File: config.mk
export PLATFORM = sky130hd
export DESIGN_NAME = wilder_rsi_stream_top
export DESIGN_NICKNAME = d
export VERILOG_FILES = /design/src/design/wrs_pkg.sv /design/src/design/wilder_rsi_stream_top.sv /design/src/design/wrs_div.sv /design/src/design/wrs_ctrl.sv /design/src/design/wrs_dp.sv
export VERILOG_INCLUDE_DIRS = /design/src /design/src/design
export SDC_FILE = /design/constraint.sdc
export NUM_CORES = 2
export LEC_CHECK = 0
export BUFFER_PORTS_ARGS = -buffer_cell sky130_fd_sc_hd__buf_2
export CAP_MARGIN = 10
export CORE_MARGIN = 2
export CORE_UTILIZATION = 55
export CTS_CLUSTER_DIAMETER = 30
export DETAILED_ROUTE_END_ITERATION = 12
export MAX_ROUTING_LAYER = met4
export PLACE_DENSITY = 0.75
export SYNTH_ARGS = -nofsm -noshare
export SYNTH_HDL_FRONTEND = slang
export SYNTH_SLANG_ARGS = --single-unit
File: constraint.sdc
create_clock -name clk -period 19.3 [get_ports clk]
set_input_delay 1.93 -clock clk [delete_from_list [all_inputs] [get_ports clk]]
set_output_delay 1.93 -clock clk [all_outputs]
set_load 0.03 [all_outputs]
File: src/design/wilder_rsi_stream_top_assert.svh
// Assertion macros used by the RSI stream datapath.
// Needs clk and rst in the scope of each use.
`ifndef WILDER_RSI_STREAM_TOP_ASSERT_SVH
`define WILDER_RSI_STREAM_TOP_ASSERT_SVH

// antecedent implies consequent in the same cycle
`define WRS_ASSERT_SAME(label, ante, cons, msg) \
  label: assert property (@(posedge clk) disable iff (rst) (ante) |-> (cons)) \
    else $error(msg);

// antecedent implies consequent in the next cycle
`define WRS_ASSERT_NEXT(label, ante, cons, msg) \
  label: assert property (@(posedge clk) disable iff (rst) (ante) |=> (cons)) \
    else $error(msg);

`endif

File: src/design/wrs_pkg.sv
// Widths, constants, command and status types for the RSI stream block.
// No dependencies; imported by every module of the block.
package wrs_pkg;

  localparam int PRICE_W  = 32;
  localparam int MOVE_W   = 40;
  localparam int AVG_W    = 48;
  localparam int PERIOD_W = 8;
  localparam int RSI_W    = 15;
  localparam int PROD_W   = AVG_W + PERIOD_W;
  localparam int DVD_W    = AVG_W + RSI_W;
  localparam int DSR_W    = AVG_W + 1;

  localparam int MAX_PERIOD_DEFAULT = 255;

  localparam logic [PERIOD_W-1:0] PERIOD_RESET = PERIOD_W'(14);
  localparam logic [RSI_W-1:0]    RSI_FULL     = RSI_W'(25600);

  typedef enum logic [1:0] {
    OP_GAIN,
    OP_LOSS,
    OP_RATIO
  } wrs_op_t;

  typedef struct packed {
    logic    capture;
    logic    prep;
    logic    mul;
    logic    div_start;
    wrs_op_t op;
    logic    set_full;
    logic    emit;
    logic    cfg_wr;
  } wrs_cmd_t;

  typedef struct packed {
    logic first;
    logic warm;
    logic reach;
    logic loss_zero;
    logic div_done;
    logic div_busy;
    logic out_free;
  } wrs_stat_t;

endpackage

File: src/design/wilder_rsi_stream_top.sv
// Wilder RSI over a stream of Q24.8 prices: one Q7.8 result item per price item.
// An item that starts a series or only adds to the warm-up sums skips the
// divider; an item that completes warm-up or is smoothed runs three
// 63-step divisions (gain, loss, ratio) on one shared radix-2 divider, and
// skips the ratio division when the average loss is zero. The period register is
// written only while no item is in progress; cfg_ready shows that state.
// Depends on wrs_pkg, wrs_ctrl and wrs_dp.
module wilder_rsi_stream_top
  import wrs_pkg::*;
#(
  parameter int MAX_PERIOD = MAX_PERIOD_DEFAULT
) (
  input  logic                clk,
  input  logic                rst,
  input  logic                in_valid,
  output logic                in_stall,
  input  logic [PRICE_W-1:0]  price,
  input  logic                first_sample,
  output logic                out_valid,
  input  logic                out_stall,
  output logic [RSI_W-1:0]    rsi,
  output logic                valid_res,
  input  logic                cfg_valid,
  output logic                cfg_ready,
  input  logic [PERIOD_W-1:0] cfg_data
);

  wrs_cmd_t  cmd;
  wrs_stat_t st;

  wrs_ctrl u_ctrl (
    .clk       (clk),
    .rst       (rst),
    .in_valid  (in_valid),
    .cfg_valid (cfg_valid),
    .st        (st),
    .cmd       (cmd),
    .in_stall  (in_stall),
    .cfg_ready (cfg_ready)
  );

  wrs_dp #(
    .MAX_PERIOD (MAX_PERIOD)
  ) u_dp (
    .clk          (clk),
    .rst          (rst),
    .cmd          (cmd),
    .st           (st),
    .price        (price),
    .first_sample (first_sample),
    .cfg_data     (cfg_data),
    .out_stall    (out_stall),
    .out_valid    (out_valid),
    .rsi          (rsi),
    .valid_res    (valid_res)
  );

endmodule

File: src/design/wrs_div.sv
// Radix-2 restoring divider, one quotient bit per cycle.
// Depends on wrs_pkg for the operand widths.
module wrs_div
  import wrs_pkg::*;
(
  input  logic             clk,
  input  logic             rst,
  input  logic             start,
  input  logic [DVD_W-1:0] dividend,
  input  logic [DSR_W-1:0] divisor,
  output logic             busy,
  output logic             done,
  output logic [DVD_W-1:0] quotient
);

  localparam int CNT_W = $clog2(DVD_W);

  logic [CNT_W-1:0] cnt;
  logic             running;
  logic [DVD_W-1:0] quo;
  logic [DSR_W-1:0] rem;
  logic [DSR_W-1:0] dsr;
  logic [DSR_W:0]   trial;
  logic [DSR_W:0]   trial_diff;
  logic             fit;

  assign trial      = {rem, quo[DVD_W-1]};
  assign trial_diff = trial - {1'b0, dsr};
  assign fit        = trial >= {1'b0, dsr};

  always_ff @(posedge clk) begin
    if (rst) begin
      running <= 1'b0;
      done    <= 1'b0;
      cnt     <= '0;
    end else begin
      done <= 1'b0;
      if (start) begin
        running <= 1'b1;
        cnt     <= CNT_W'(DVD_W - 1);
      end else if (running) begin
        if (cnt == '0) begin
          running <= 1'b0;
          done    <= 1'b1;
        end else begin
          cnt <= cnt - CNT_W'(1);
        end
      end
    end
  end

  always_ff @(posedge clk) begin
    if (start) begin
      quo <= dividend;
      rem <= '0;
      dsr <= divisor;
    end else if (running) begin
      quo <= {quo[DVD_W-2:0], fit};
      rem <= fit ? trial_diff[DSR_W-1:0] : trial[DSR_W-1:0];
    end
  end

  assign busy     = running;
  assign quotient = quo;

endmodule

File: src/design/wrs_ctrl.sv
// Sequencer for the RSI stream: steps each item through update, the divisions where needed, and output.
// Depends on wrs_pkg for the command and status types.
module wrs_ctrl
  import wrs_pkg::*;
(
  input  logic      clk,
  input  logic      rst,
  input  logic      in_valid,
  input  logic      cfg_valid,
  input  wrs_stat_t st,
  output wrs_cmd_t  cmd,
  output logic      in_stall,
  output logic      cfg_ready
);

  typedef enum logic [3:0] {
    S_IDLE,
    S_PREP,
    S_MUL_G,
    S_GO_G,
    S_WAIT_G,
    S_MUL_L,
    S_GO_L,
    S_WAIT_L,
    S_RATIO,
    S_WAIT_R,
    S_EMIT
  } state_t;

  state_t state;
  state_t state_next;

  always_comb begin
    cmd        = '0;
    cmd.op     = OP_GAIN;
    state_next = state;
    case (state)
      S_IDLE: begin
        cmd.cfg_wr  = cfg_valid;
        cmd.capture = in_valid;
        if (in_valid) state_next = S_PREP;
      end
      S_PREP: begin
        cmd.prep = 1'b1;
        if (st.first || (st.warm && !st.reach)) state_next = S_EMIT;
        else state_next = S_MUL_G;
      end
      S_MUL_G: begin
        cmd.mul    = 1'b1;
        cmd.op     = OP_GAIN;
        state_next = S_GO_G;
      end
      S_GO_G: begin
        cmd.div_start = 1'b1;
        cmd.op        = OP_GAIN;
        state_next    = S_WAIT_G;
      end
      S_WAIT_G: begin
        if (st.div_done) state_next = S_MUL_L;
      end
      S_MUL_L: begin
        cmd.mul    = 1'b1;
        cmd.op     = OP_LOSS;
        state_next = S_GO_L;
      end
      S_GO_L: begin
        cmd.div_start = 1'b1;
        cmd.op        = OP_LOSS;
        state_next    = S_WAIT_L;
      end
      S_WAIT_L: begin
        if (st.div_done) state_next = S_RATIO;
      end
      S_RATIO: begin
        cmd.op = OP_RATIO;
        if (st.loss_zero) begin
          cmd.set_full = 1'b1;
          state_next   = S_EMIT;
        end else begin
          cmd.div_start = 1'b1;
          state_next    = S_WAIT_R;
        end
      end
      S_WAIT_R: begin
        if (st.div_done) state_next = S_EMIT;
      end
      S_EMIT: begin
        if (st.out_free) begin
          cmd.emit   = 1'b1;
          state_next = S_IDLE;
        end
      end
      default: state_next = S_IDLE;
    endcase
  end

  always_ff @(posedge clk) begin
    if (rst) begin
      state <= S_IDLE;
    end else begin
      state <= state_next;
    end
  end

  assign in_stall  = (state != S_IDLE);
  assign cfg_ready = (state == S_IDLE);

endmodule

File: src/design/wrs_dp.sv
// Datapath of the RSI stream: series state, multiplier, divider, result register.
// Depends on wrs_pkg, wrs_div and the assertion macro header.
`include "wilder_rsi_stream_top_assert.svh"

module wrs_dp
  import wrs_pkg::*;
#(
  parameter int MAX_PERIOD = MAX_PERIOD_DEFAULT
) (
  input  logic                clk,
  input  logic                rst,
  input  wrs_cmd_t            cmd,
  output wrs_stat_t           st,
  input  logic [PRICE_W-1:0]  price,
  input  logic                first_sample,
  input  logic [PERIOD_W-1:0] cfg_data,
  input  logic                out_stall,
  output logic                out_valid,
  output logic [RSI_W-1:0]    rsi,
  output logic                valid_res
);

  logic [PERIOD_W-1:0] period;
  logic [PERIOD_W-1:0] p_eff;
  logic [PERIOD_W-1:0] pm1;
  logic [PRICE_W-1:0]  prev_price;
  logic [PERIOD_W-1:0] moves_seen;
  logic [AVG_W-1:0]    gain_avg;
  logic [AVG_W-1:0]    loss_avg;
  logic [MOVE_W-1:0]   gain_mv;
  logic [MOVE_W-1:0]   loss_mv;
  logic                first_q;
  logic                smooth_q;
  logic [PROD_W-1:0]   prod;
  wrs_op_t             tgt;
  logic [RSI_W-1:0]    rsi_work;
  logic                flag_work;

  logic [PRICE_W:0]    diff;
  logic [PRICE_W:0]    diff_neg;
  logic [PRICE_W-1:0]  mag;
  logic [MOVE_W-1:0]   mv;
  logic                rising;
  logic [AVG_W:0]      sum_g;
  logic [AVG_W:0]      sum_l;
  logic [DVD_W-1:0]    dvd;
  logic [DSR_W-1:0]    dsr;
  logic [DVD_W-1:0]    quo;
  logic [AVG_W-1:0]    quo_sat;
  logic                div_busy;
  logic                div_done;

  always_comb begin
    if (period == '0) p_eff = PERIOD_W'(1);
    else if (32'(period) > MAX_PERIOD) p_eff = PERIOD_W'(MAX_PERIOD);
    else p_eff = period;
  end
  assign pm1 = p_eff - PERIOD_W'(1);

  assign diff     = {price[PRICE_W-1], price} - {prev_price[PRICE_W-1], prev_price};
  assign diff_neg = ~diff + (PRICE_W+1)'(1);
  assign rising   = !diff[PRICE_W] && (diff != '0);
  assign mag      = diff[PRICE_W] ? diff_neg[PRICE_W-1:0] : diff[PRICE_W-1:0];
  assign mv       = {mag, (MOVE_W-PRICE_W)'(0)};

  assign sum_g = (AVG_W+1)'(gain_avg) + (AVG_W+1)'(gain_mv);
  assign sum_l = (AVG_W+1)'(loss_avg) + (AVG_W+1)'(loss_mv);

  always_comb begin
    case (cmd.op)
      OP_GAIN: begin
        dvd = smooth_q ? DVD_W'(prod + PROD_W'(gain_mv)) : DVD_W'(gain_avg);
        dsr = DSR_W'(p_eff);
      end
      OP_LOSS: begin
        dvd = smooth_q ? DVD_W'(prod + PROD_W'(loss_mv)) : DVD_W'(loss_avg);
        dsr = DSR_W'(p_eff);
      end
      OP_RATIO: begin
        dvd = (DVD_W'(gain_avg) << 14) + (DVD_W'(gain_avg) << 13)
            + (DVD_W'(gain_avg) << 10);
        dsr = DSR_W'(gain_avg) + DSR_W'(loss_avg);
      end
      default: begin
        dvd = '0;
        dsr = DSR_W'(1);
      end
    endcase
  end

  wrs_div u_div (
    .clk      (clk),
    .rst      (rst),
    .start    (cmd.div_start),
    .dividend (dvd),
    .divisor  (dsr),
    .busy     (div_busy),
    .done     (div_done),
    .quotient (quo)
  );

  assign quo_sat = (quo[DVD_W-1:AVG_W] != '0) ? '1 : quo[AVG_W-1:0];

  always_ff @(posedge clk) begin
    if (rst) begin
      period     <= PERIOD_RESET;
      prev_price <= '0;
      moves_seen <= '0;
      gain_avg   <= '0;
      loss_avg   <= '0;
      out_valid  <= 1'b0;
    end else begin
      if (cmd.cfg_wr) period <= cfg_data;
      if (cmd.capture) begin
        prev_price <= price;
        if (first_sample) begin
          moves_seen <= '0;
          gain_avg   <= '0;
          loss_avg   <= '0;
        end
      end
      if (cmd.prep && !first_q) begin
        if (st.warm) begin
          gain_avg   <= sum_g[AVG_W] ? '1 : sum_g[AVG_W-1:0];
          loss_avg   <= sum_l[AVG_W] ? '1 : sum_l[AVG_W-1:0];
          moves_seen <= moves_seen + PERIOD_W'(1);
        end else if (moves_seen != '1) begin
          moves_seen <= moves_seen + PERIOD_W'(1);
        end
      end
      if (div_done) begin
        case (tgt)
          OP_GAIN: gain_avg <= quo_sat;
          OP_LOSS: loss_avg <= quo_sat;
          default: ;
        endcase
      end
      if (cmd.emit) out_valid <= 1'b1;
      else if (!out_stall) out_valid <= 1'b0;
    end
  end

  always_ff @(posedge clk) begin
    if (cmd.capture) begin
      first_q <= first_sample;
      gain_mv <= rising ? mv : '0;
      loss_mv <= rising ? '0 : mv;
    end
    if (cmd.prep) begin
      smooth_q  <= !st.warm;
      flag_work <= !first_q && (!st.warm || st.reach);
      rsi_work  <= '0;
    end
    if (cmd.mul) begin
      prod <= PROD_W'(cmd.op == OP_LOSS ? loss_avg : gain_avg) * PROD_W'(pm1);
    end
    if (cmd.div_start) tgt <= cmd.op;
    if (div_done && tgt == OP_RATIO) rsi_work <= quo[RSI_W-1:0];
    if (cmd.set_full) rsi_work <= RSI_FULL;
    if (cmd.emit) begin
      rsi       <= rsi_work;
      valid_res <= flag_work;
    end
  end

  always_comb begin
    st.first     = first_q;
    st.warm      = moves_seen < p_eff;
    st.reach     = ((PERIOD_W+1)'(moves_seen) + (PERIOD_W+1)'(1)) == (PERIOD_W+1)'(p_eff);
    st.loss_zero = (loss_avg == '0);
    st.div_done  = div_done;
    st.div_busy  = div_busy;
    st.out_free  = !out_valid || !out_stall;
  end

  `WRS_ASSERT_SAME(a_rsi_range, out_valid, rsi <= RSI_FULL, "rsi above full scale")
  `WRS_ASSERT_SAME(a_warm_zero, out_valid && !valid_res, rsi == '0, "warm-up item with rsi")
  `WRS_ASSERT_SAME(a_div_idle, cmd.div_start, !div_busy, "divider restarted while busy")
  `WRS_ASSERT_NEXT(a_emit_shown, cmd.emit, out_valid && rsi == $past(rsi_work),
    "emitted item not shown")

endmodule
==> results.sh <==
export IMPL_synth_seq_cells=474
export IMPL_grt_setup_unrepaired="no"
export IMPL_ys_warn_count=0
export IMPL_crit_path_max_fanout=48
export IMPL_whs_path_depth=0
export IMPL_worst_skew_pair_late_latency_ns=0.76
export IMPL_synth_net_count=6896
export IMPL_period_share=0.493
export IMPL_rr_worst_depth=30
export IMPL_grt_pass1_wl_mm=280
export IMPL_dieArea_um2=96000
export IMPL_setup_tns_ns=0
export IMPL_yosysSeqAreaShare=0.234
export IMPL_drive_gt1_frac=0.0894
export IMPL_fin_nets=6928
export IMPL_synth_edf_count=253
export IMPL_grt_usage=0.396
export IMPL_fin_area_um2=57800
export IMPL_wl_per_cell_um=24.6
export IMPL_antenna_found_initial=6
export IMPL_drt_iter0_drc=5451
export IMPL_drcViolationCount=0
export IMPL_cts_sinks=474
export IMPL_dpl_hpwl_mm=140
export IMPL_clkTransAtPathRegs_ns=0.06
export IMPL_drtPass1Iterations=9
export IMPL_fin_cells=7519
export IMPL_async_reset_ff_frac=0
export IMPL_crit_required_ns=19.78
export IMPL_placed_area_um2=53200
export IMPL_synth_top_cells_by_area="edfxtp_1, fa_1, ha_1, dfxtp_1, a21oi_1"
export IMPL_fillers=8022
export IMPL_synth_top_cell_by_area="edfxtp_1"
export IMPL_gp_congestion=1.08
export IMPL_drv_slew=0
export IMPL_worstReg2RegEnd="u_dp.prod[55]"
export IMPL_grt_start_max_net_pins=76
export IMPL_start_util=0.553
export IMPL_utilization=0.621
export IMPL_power_density_nw_per_um2=169
export IMPL_row_count=112
export IMPL_syn_inst=6119
export IMPL_overflow=0
export IMPL_core_um2=93000
export IMPL_setup_viol=0
export IMPL_r2r_slack_ns=9.79
export IMPL_min_to="u_dp.valid_res"
export IMPL_clk_path_buf_depth=3
export IMPL_max_clock_freq_mhz=105
export IMPL_fin_ws_ns=9.79
export IMPL_synth_most_common_cell="nor2_1"
export IMPL_viasPerCell=6.47
export IMPL_vias=48700
export IMPL_tightest_slew_ns=1.39
export IMPL_post_cts_buffers=0
export IMPL_yosys_area_top_type_share=0.148
export IMPL_cts_buffers=130
export IMPL_htree_levels=4
export IMPL_finalClockSkew_ns=0.0388
export IMPL_post_place_ws_ns=9.99
export IMPL_startpoint="u_dp.period[2]"
export IMPL_max_cap_violations=0
export IMPL_slew_headroom=0.0632
export IMPL_netlist_area_um2=51400
export IMPL_cts_tree="yes"
export IMPL_hp_class="flip-flop to flip-flop"
export IMPL_regArea_um2=12000
export IMPL_slowest_stage="clkinv_1"
export IMPL_first_global_vias=46700
export IMPL_leakage_nw=25.2
export IMPL_multi_input_area_um2=36500
export IMPL_cts_resized_gates=0
export IMPL_die_h_um=310
export IMPL_synth_ff_type="edfxtp_1"
export IMPL_cts_root_buf="clkbuf_16"
export IMPL_cp_arrival_ns=10.00
export IMPL_hold_violations=0
export IMPL_ctsHoldBuffers=0
export IMPL_drt_wl_total_mm=185
export IMPL_io_pins=65
export IMPL_end_kind="flip-flop"
export IMPL_synth_common_cells="nor2_1, a21oi_1, inv_1"
export IMPL_yosysUniqueCellTypes=98
export IMPL_cp_slowest_stage_delay_ns=0.73
export IMPL_outcome="complete, no violations"
export IMPL_crit_path_start_kind="flip-flop"
export IMPL_die_width_um=310
export IMPL_port_buffers=64
export IMPL_ant_nets=0
export IMPL_critPathKind="flip-flop to flip-flop"
export IMPL_synth_area_per_cell_um2=8.41
export IMPL_area_growth_pct=12.4
export IMPL_irDropWorstVdd_mv=0.0939
export IMPL_dpl_cell_count=7270
export IMPL_worstReg2RegStart="u_dp.period[2]"
export IMPL_period_needed_ns=9.51
export IMPL_worstHoldStart="u_dp.flag_work"
[metrics by stage]
| step | hold WS, ns | total power, mW |
|---|---|---|
| after global placement | 0.423 | 7.20 |
| final | 0.430 | 9.75 |
| after global routing | 0.436 | 10.3 |
| after CTS | 0.437 | 9.55 |
| after detailed placement | 0.421 | 7.27 |
| after floorplan | 0.400 | 5.61 |
[registers in the layout, indices dropped and copies added (netlist names), 2 cells and up]
| name | flops |
|---|---|
| u_dp.tgt | 2 |
| u_dp.rsi_work | 15 |
| u_dp.moves_seen | 8 |
| u_dp.gain_avg | 48 |
| u_dp.prod | 56 |
| u_dp.gain_mv | 32 |
| u_dp.rsi | 15 |
| u_ctrl.state | 4 |
| u_dp.loss_mv | 32 |
| u_dp.u_div.cnt | 6 |
| u_dp.u_div.quotient | 63 |
| u_dp.loss_avg | 48 |
| u_dp.prev_price | 32 |
| u_dp.u_div.rem | 49 |
| u_dp.period | 8 |
| u_dp.u_div.dsr | 49 |
[cells by family (layout without fill, tap and decap cells)]
| kind of cell | Yosys count | count (layout) | synth area share |
|---|---|---|---|
| simple gates | 1822 | 1822 | 0.167 |
| compound gates | 1807 | 1807 | 0.228 |
| buf+inv | 792 | 934 | 0.0580 |
| fa+ha+maj | 731 | 731 | 0.226 |
| flops | 474 | 474 | 0.234 |
| xor+xnor | 350 | 350 | 0.0596 |
| mux | 143 | 143 | 0.0282 |
| other cells | 0 | 4 | 0 |
[worst max-delay path: cells and delay by family (launching register included)]
kind | cells | cell delay (ns)
AOI/OAI and AO/OA | 8 | 2.28
and+or+nand+nor | 7 | 1.55
adders and majority gates | 6 | 2.75
buffers and inverters | 7 | 2.03
xor gates and xnor gates | 2 | 0.20
DFF | 1 | 0.37
[per-layer routing]
layer	vias up	global-route usage	part of all wire
li1	22000	-	-
met1	23200	0.483	0.38
met2	2815	0.571	0.42
met3	667	0.101	0.11
met4	0	0.283	0.083
met5	-	-	0
[worst max-delay path by stage]
stage	slack (ns)	to
after detailed placement	9.99	u_dp.prod[55]
after CTS	9.92	u_dp.prod[55]
after global placement	10.20	u_dp.prod[55]
after global routing	9.31	u_dp.prod[55]
final	9.79	u_dp.prod[55]
after floorplan	11.45	u_dp.prod[53]
[placed cells by master, fill, tap and decap left out, drive strengths merged, types with 214 or more instances in the layout]
cell type	instances
edfxtp	253
inv	537
o21ai	340
nor2	704
fa	328
ha	403
xnor2	214
nand2	387
a21oi	554
dfxtp	221
[power breakdown]
| part | internal (mW) | total (mW) | switching (mW) |
|---|---|---|---|
| registers | 1.59 | 2.04 | 0.457 |
| logic | 1.90 | 5.48 | 3.57 |
| clock network | 1.49 | 2.23 | 0.739 |
[layout make-up]
| class | count | area share |
|---|---|---|
| clock buffers | 161 | 0.0608 |
| inverters | 513 | 0.0334 |
| repair buffers | 179 | 0.0206 |
| well taps | 1254 | 0.0271 |
| flip-flops and latches | 474 | 0.208 |
| multi-input cells | 4853 | 0.632 |
| clock inverters | 81 | 0.0175 |
| diodes | 4 | 0.000173 |
(Power assumes the default switching activity.)
